## src/hdl/bfa_pkg.sv

```systemverilog
// bfa_pkg: shared constants for the bitmap fit allocator
// no dependencies
`default_nettype none
package bfa_pkg;
	localparam int MAP_SIZE_DEF = 256;
	localparam logic [2:0] KIND_FIRST = 3'd0;
	localparam logic [2:0] KIND_BEST  = 3'd1;
	localparam logic [2:0] KIND_WORST = 3'd2;
	localparam logic [2:0] KIND_NEXT  = 3'd3;
	localparam logic [2:0] KIND_MARK  = 3'd4;
endpackage
`default_nettype wire

```

## src/hdl/bitmap_fit_allocator.sv

```systemverilog
// bitmap_fit_allocator: occupancy bitmap allocator, first/best/worst/next fit and mark
// uses bfa_pkg; map held in one synchronous memory with registered read data
// a mark writes its one unit; a fit request reads the map one entry per cycle
// (first and next fit stop at the first run that fits, best and worst scan all
// entries and an end sentinel), then writes the granted run one unit per cycle; one request in flight at a time
// reset: after reset a clearing pass writes every map entry free,
// during which no request is taken; next-fit pointer resets to zero
`default_nettype none
module bitmap_fit_allocator
	import bfa_pkg::*;
#(
	parameter int MAP_SIZE = MAP_SIZE_DEF
) (
	input  wire logic        clk,
	input  wire logic        arst_n,
	input  wire logic        s_tvalid,
	output logic             s_tready,
	input  wire logic [2:0]  s_tuser,  // kind
	input  wire logic [23:0] s_tdata,  // request_length[8:0], mark_index[16:9], zero pad
	output logic             m_tvalid,
	input  wire logic        m_tready,
	output logic [15:0]      m_tdata   // granted[0], start_unit[8:1], zero pad
);
	localparam int AW = $clog2(MAP_SIZE);
	localparam int CW = AW + 1;

	localparam logic [2:0] ST_CLR  = 3'd0;
	localparam logic [2:0] ST_IDLE = 3'd1;
	localparam logic [2:0] ST_SCAN = 3'd2;
	localparam logic [2:0] ST_FILL = 3'd3;
	localparam logic [2:0] ST_OUT  = 3'd4;

	logic [2:0]    state_q;
	logic          mem_q [MAP_SIZE];
	logic          rd_q;          // registered read data
	logic          rd_vld_q;      // rd_q holds entry pos_q-1
	logic [CW-1:0] pos_q;         // next address issued
	logic [CW-1:0] run_q;
	logic [2:0]    kind_q;
	logic [8:0]    len_q;
	logic          found_q;
	logic [CW-1:0] best_len_q;
	logic [CW-1:0] best_start_q;
	logic [CW-1:0] next_q;
	logic [CW-1:0] fill_q;
	logic [CW-1:0] fill_end_q;
	logic          granted_q;
	logic [7:0]    start_q;

	// write port
	logic          we;
	logic [AW-1:0] wa;
	logic          wd;

	// scan evaluation of entry pos_q-1 (or the end sentinel)
	logic [CW-1:0] idx, run_n, cand_start;
	logic          is_free, last;
	logic [CW-1:0] len_w;
	logic          better;

	assign len_w = CW'(len_q);
	assign idx = pos_q - CW'(1);
	assign last = (idx == CW'(MAP_SIZE));
	assign is_free = !last && !rd_q;
	assign run_n = is_free ? run_q + CW'(1) : '0;
	assign cand_start = idx - run_q;
	always_comb begin
		if (!found_q) better = 1'b1;
		else if (kind_q == KIND_WORST) better = run_q > best_len_q;
		else better = run_q < best_len_q;
	end

	assign s_tready = (state_q == ST_IDLE);
	assign m_tvalid = (state_q == ST_OUT);
	assign m_tdata = {7'd0, start_q, granted_q};

	always_ff @(posedge clk) begin
		if (we) mem_q[wa] <= wd;
		if (pos_q < CW'(MAP_SIZE)) rd_q <= mem_q[pos_q[AW-1:0]];
		else rd_q <= 1'b1;
	end

	always_comb begin
		we = 1'b0;
		wa = fill_q[AW-1:0];
		wd = 1'b1;
		case (state_q)
			ST_CLR: begin
				we = 1'b1;
				wd = 1'b0;
			end
			ST_FILL: we = 1'b1;
			default: ;
		endcase
	end

	always_ff @(posedge clk or negedge arst_n) begin
		if (!arst_n) begin
			state_q <= ST_CLR;
			fill_q <= '0;
			next_q <= '0;
			pos_q <= '0;
			rd_vld_q <= 1'b0;
			granted_q <= 1'b0;
			start_q <= '0;
			found_q <= 1'b0;
			run_q <= '0;
			kind_q <= '0;
			len_q <= '0;
			best_len_q <= '0;
			best_start_q <= '0;
			fill_end_q <= '0;
		end else begin
			case (state_q)
				ST_CLR: begin
					// clearing pass, one entry per cycle
					fill_q <= fill_q + CW'(1);
					if (fill_q == CW'(MAP_SIZE - 1)) state_q <= ST_IDLE;
				end
				ST_IDLE: if (s_tvalid) begin
					kind_q <= s_tuser;
					len_q <= s_tdata[8:0];
					found_q <= 1'b0;
					run_q <= '0;
					best_len_q <= '0;
					best_start_q <= '0;
					granted_q <= 1'b0;
					start_q <= '0;
					rd_vld_q <= 1'b0;
					if (s_tuser == KIND_MARK) begin
						if (32'(s_tdata[16:9]) < 32'(MAP_SIZE)) begin
							fill_q <= CW'(s_tdata[16:9]);
							fill_end_q <= CW'(s_tdata[16:9]) + CW'(1);
							granted_q <= 1'b1;
							start_q <= s_tdata[16:9];
							state_q <= ST_FILL;
						end else state_q <= ST_OUT;
					end else if (s_tdata[8:0] == 9'd0 || 32'(s_tdata[8:0]) >
						32'(MAP_SIZE) || s_tuser > KIND_NEXT ||
						(s_tuser == KIND_NEXT && next_q >= CW'(MAP_SIZE))) begin
						state_q <= ST_OUT;
					end else begin
						pos_q <= (s_tuser == KIND_NEXT) ? next_q : '0;
						state_q <= ST_SCAN;
					end
				end
				ST_SCAN: begin
					if (pos_q <= CW'(MAP_SIZE)) pos_q <= pos_q + CW'(1);
					rd_vld_q <= 1'b1;
					if (rd_vld_q) begin
						run_q <= run_n;
						if (kind_q == KIND_FIRST || kind_q == KIND_NEXT) begin
							// first run reaching the length wins
							if (is_free && run_n == len_w) begin
								best_start_q <= idx + CW'(1) - len_w;
								found_q <= 1'b1;
								state_q <= ST_FILL;
								fill_q <= idx + CW'(1) - len_w;
								fill_end_q <= idx + CW'(1);
							end else if (last) state_q <= ST_OUT;
						end else begin
							if (!is_free && run_q >= len_w && better) begin
								found_q <= 1'b1;
								best_len_q <= run_q;
								best_start_q <= cand_start;
							end
							if (last) begin
								// hole at end is closed in this same step
								if ((!is_free && run_q >= len_w && better) || found_q) begin
									fill_q <= (run_q >= len_w && better) ? cand_start
										: best_start_q;
									fill_end_q <= ((run_q >= len_w && better) ? cand_start
										: best_start_q) + len_w;
									state_q <= ST_FILL;
								end else state_q <= ST_OUT;
							end
						end
					end
				end
				ST_FILL: begin
					fill_q <= fill_q + CW'(1);
					if (fill_q + CW'(1) == fill_end_q) begin
						state_q <= ST_OUT;
						if (kind_q != KIND_MARK) begin
							granted_q <= 1'b1;
							start_q <= 8'(fill_end_q - len_w);
							next_q <= fill_end_q;
						end
					end
				end
				ST_OUT: if (m_tready) state_q <= ST_IDLE;
				default: state_q <= ST_IDLE;
			endcase
		end
	end
endmodule
`default_nettype wire

```

## config.mk

```make
export PLATFORM = sky130hd
export DESIGN_NAME = bitmap_fit_allocator
export DESIGN_NICKNAME = d
export VERILOG_FILES = /design/src/hdl/bfa_pkg.sv /design/src/hdl/bitmap_fit_allocator.sv
export SDC_FILE = /design/constraint.sdc
export NUM_CORES = 1
export LEC_CHECK = 0
export ABC_AREA = 1
export BUFFER_PORTS_ARGS = -buffer_cell sky130_fd_sc_hd__buf_2
export CAP_MARGIN = 40
export CORE_MARGIN = 2
export CORE_UTILIZATION = 43
export DETAILED_ROUTE_END_ITERATION = 10
export PLACE_DENSITY_LB_ADDON = 0.05
export SLEW_MARGIN = 10
export SYNTH_ARGS = -nofsm -noshare
export SYNTH_HDL_FRONTEND = slang
export SYNTH_SLANG_ARGS = --single-unit
```

## constraint.sdc

```tcl
create_clock -name clk -period 13.5 [get_ports clk]
set_clock_uncertainty 0.1 [all_clocks]
set_input_delay 0.675 -clock clk [delete_from_list [all_inputs] [get_ports clk]]
set_output_delay 0.675 -clock clk [all_outputs]
set_load 0.02 [all_outputs]
```

==> results.sh <==
export IMPL_cts_tree="done"
export IMPL_drive_gt1_frac=0.0770
export IMPL_cts_path_max_buffers=3
export IMPL_async_reset_ff_frac=0.257
export IMPL_cts_resized=0
export IMPL_cts_inserted_buffers=40
export IMPL_multi_input_area_mm2=0.00787
export IMPL_arrival_ps=5390
export IMPL_die_width_um=214
export IMPL_yosysSeqAreaShare=0.523
export IMPL_rsz0062_at_grt="no"
export IMPL_via_per_inst=5.44
export IMPL_final_nets=2266
export IMPL_ys_types=54
export IMPL_setup_viol=0
export IMPL_synth_top_area_cell="edfxtp_1"
export IMPL_initial_core_util=0.432
export IMPL_synth_top_flop_cell="edfxtp_1"
export IMPL_clk_latency_ps=580
export IMPL_gp_congestion=0.902
export IMPL_period_minus_slack_ps=5030
export IMPL_power_switching_w=0.00218
export IMPL_dr_max_layer_used="met4"
export IMPL_post_cts_buffers=0
export IMPL_final_antenna_net_count=0
export IMPL_synth_area_per_cell_um2=8.73
export IMPL_wl_met1_mm=24.9
export IMPL_end_kind="flip-flop"
export IMPL_numClockSinks=346
export IMPL_cts_root_buf="clkbuf_16"
export IMPL_synth_edf_count=256
export IMPL_htreeDepth=2
export IMPL_dieArea_mm2=0.0459
export IMPL_ys_top_cells_by_area="edfxtp_1 (40%), dfrtp_1 (12%), nor2_1 (9.4%), nand2_1 (6.3%), o21ai_0 (5.7%)"
export IMPL_fp_dieH_um=214
export IMPL_p_leak_nw=8.17
export IMPL_vias=15200
export IMPL_core_region_area_mm2=0.0439
export IMPL_fin_ws_ps=8470
export IMPL_cp_max_fo=54
export IMPL_area_growth_pct=10.8
export IMPL_tightest_slew_ps=922
export IMPL_power_per_cell_area_mw_per_mm2=232
export IMPL_yosysWarnings=0
export IMPL_grt_overflow_total=0
export IMPL_power_clock_fraction=0.212
export IMPL_ctsHoldBuffers=1
export IMPL_internal_power_w=0.00270
export IMPL_final_hold_viol_count=0
export IMPL_wl_per_cell_um=20.7
export IMPL_wl_met3_mm=2.39
export IMPL_finalCritPeriodShare=0.373
export IMPL_netSwitchingFraction=0.447
export IMPL_place_hpwl_mm=38.5
export IMPL_synth_most_common_cell="nor2_1"
export IMPL_drt_pass1_iter_count=5
export IMPL_cp_start_kind="flip-flop"
export IMPL_critPathRequiredTime_ps=13860
export IMPL_fin_area_mm2=0.0210
export IMPL_fin_tns_setup_ps=0
export IMPL_status="complete, no violations"
export IMPL_max_freq_mhz=199
export IMPL_port_buffers=34
export IMPL_fill_cells=4383
export IMPL_wl_met2_mm=28.8
export IMPL_cap_violations=0
export IMPL_pre_cts_slack_ps=8440
export IMPL_grt_use_total=0.253
export IMPL_max_vdd_ir_drop_v=0.000132
export IMPL_postSynthCellCount=2176
export IMPL_syn_area_mm2=0.0190
export IMPL_pwr_share_comb=0.465
export IMPL_seq_area_mm2=0.00994
export IMPL_wl_mm=57.8
export IMPL_drc=0
export IMPL_ys_top_cells_by_count="nor2_1 (475), nand2_1 (319), edfxtp_1 (256)"
export IMPL_worstSetupPathType="flip-flop to flip-flop"
export IMPL_pwr_share_seq=0.323
export IMPL_grt_max_degree=89
export IMPL_hold_path_class="primary input to flip-flop"
export IMPL_dr_first_iter_drc_count=1113
export IMPL_diodes=0
export IMPL_grt_pass1_wl_mm=88.9
export IMPL_slew_headroom=0.385
export IMPL_path_clk_slew_ps=60
export IMPL_ios=49
export IMPL_grt_pass1_vias=14700
export IMPL_placed_cell_area_mm2=0.0198
export IMPL_synth_top_area_frac=0.405
export IMPL_ys_ff_latch=346
export IMPL_antenna_found_initial=0
export IMPL_slew_viol_final=0
export IMPL_rows=77
-- layout by cell type, fill, tap and decap left out, drive strengths merged, types with 7 or more instances in the layout --
master	n
ha	60
edfxtp	256
nand3	111
o221ai	26
a21oi	72
o21ai	229
o21a	9
xnor2	10
nand4	28
clkinv	16
o211ai	11
conb	7
buf	70
nor2	482
clkbuf	52
xor2	36
dfrtp	89
a31oi	7
nor3	28
o22ai	55
nand2	329
inv	175
-- final timing paths --
path	end	depth (start not counted)	slack [ps]	from
max in group asynchronous	pos_q[0]	4	11840	arst_n
worst min-delay path	granted_q	2	230	s_tvalid
worst max-delay path	fill_end_q[7]	20	8470	pos_q[0]
worst min register to register	start_q[7]	2	380	start_q[7]
min in group asynchronous	best_len_q[6]	2	400	arst_n
worst max register to register	fill_end_q[7]	20	8470	pos_q[0]
-- critical path, stage by stage, from the launching register on --
cell and delay (ps):
dfrtp_4 680, inv_4 540, ha_1 410, inv_1 70, nand2_1 70, nand2_1 130, ha_1 360, nand3_1 100
nand2_1 120, xor2_1 190, o21ai_0 520, ha_1 380, a21oi_1 230, nor2_1 60, o21ai_0 160, nand2_1 90
xor2_1 140, o21ai_0 310, nand2_1 100, nand3_1 80, nand2_1 50
-- layer usage --
metal | vias to the layer above | track usage
li1 | 7376 | -
met1 | 7365 | 0.327
met2 | 341 | 0.443
met3 | 89 | 0.0308
met4 | 0 | 0.0810
met5 | - | 0
-- sequential cells by signal, summed over array words and instances (netlist names) --
name          cells
len_q             9
granted_q         1
best_start_q      9
pos_q             9
start_q           8
rd_q              1
run_q             9
rd_vld_q          1
state_q           3
fill_q            9
mem_q           256
found_q           1
next_q            9
kind_q            3
fill_end_q        9
best_len_q        9
-- cells by family after synthesis --
kind of cell    count (synthesis)  share of synthesized area
simple gates                  989                      0.218
compound gates                425                      0.128
flops                         346                      0.523
buf+inv                       303                     0.0647
fa+ha+maj                      64                     0.0437
xor+xnor                       46                     0.0212
mux                             2                    0.00119
other cells                     1                   0.000197
-- through the flow --
stage / hold WS, ps / instances / util / power (W)
CTS: 202 / 2787 / 0.479 / 0.00491
global placement: 364 / 2705 / 0.445 / 0.00382
finish: 229 / 2787 / 0.479 / 0.00489
global route: 224 / 2787 / 0.479 / 0.00523
floorplan: 279 / 2182 / - / 0.00324
detailed placement: 365 / 2720 / 0.451 / 0.00386
-- power groups by stage --
stage | clock, W | combinational (W) | sequential [W]
detailed placement | 0 | 0.00226 | 0.00160
floorplan | 0 | 0.00162 | 0.00161
finish | 0.00104 | 0.00227 | 0.00158
global route | 0.00110 | 0.00254 | 0.00159
CTS | 0.00106 | 0.00227 | 0.00158
global placement | 0 | 0.00222 | 0.00160
-- layout make-up --
class / instances / area share
repair buffers: 71 / 0.0289
clock buffers: 52 / 0.0517
well taps: 592 / 0.0352
flip-flops and latches: 346 / 0.472
inverters: 179 / 0.0321
multi-input cells: 1533 / 0.374
clock inverters: 14 / 0.00577
Power figures use the tool's default switching activity.
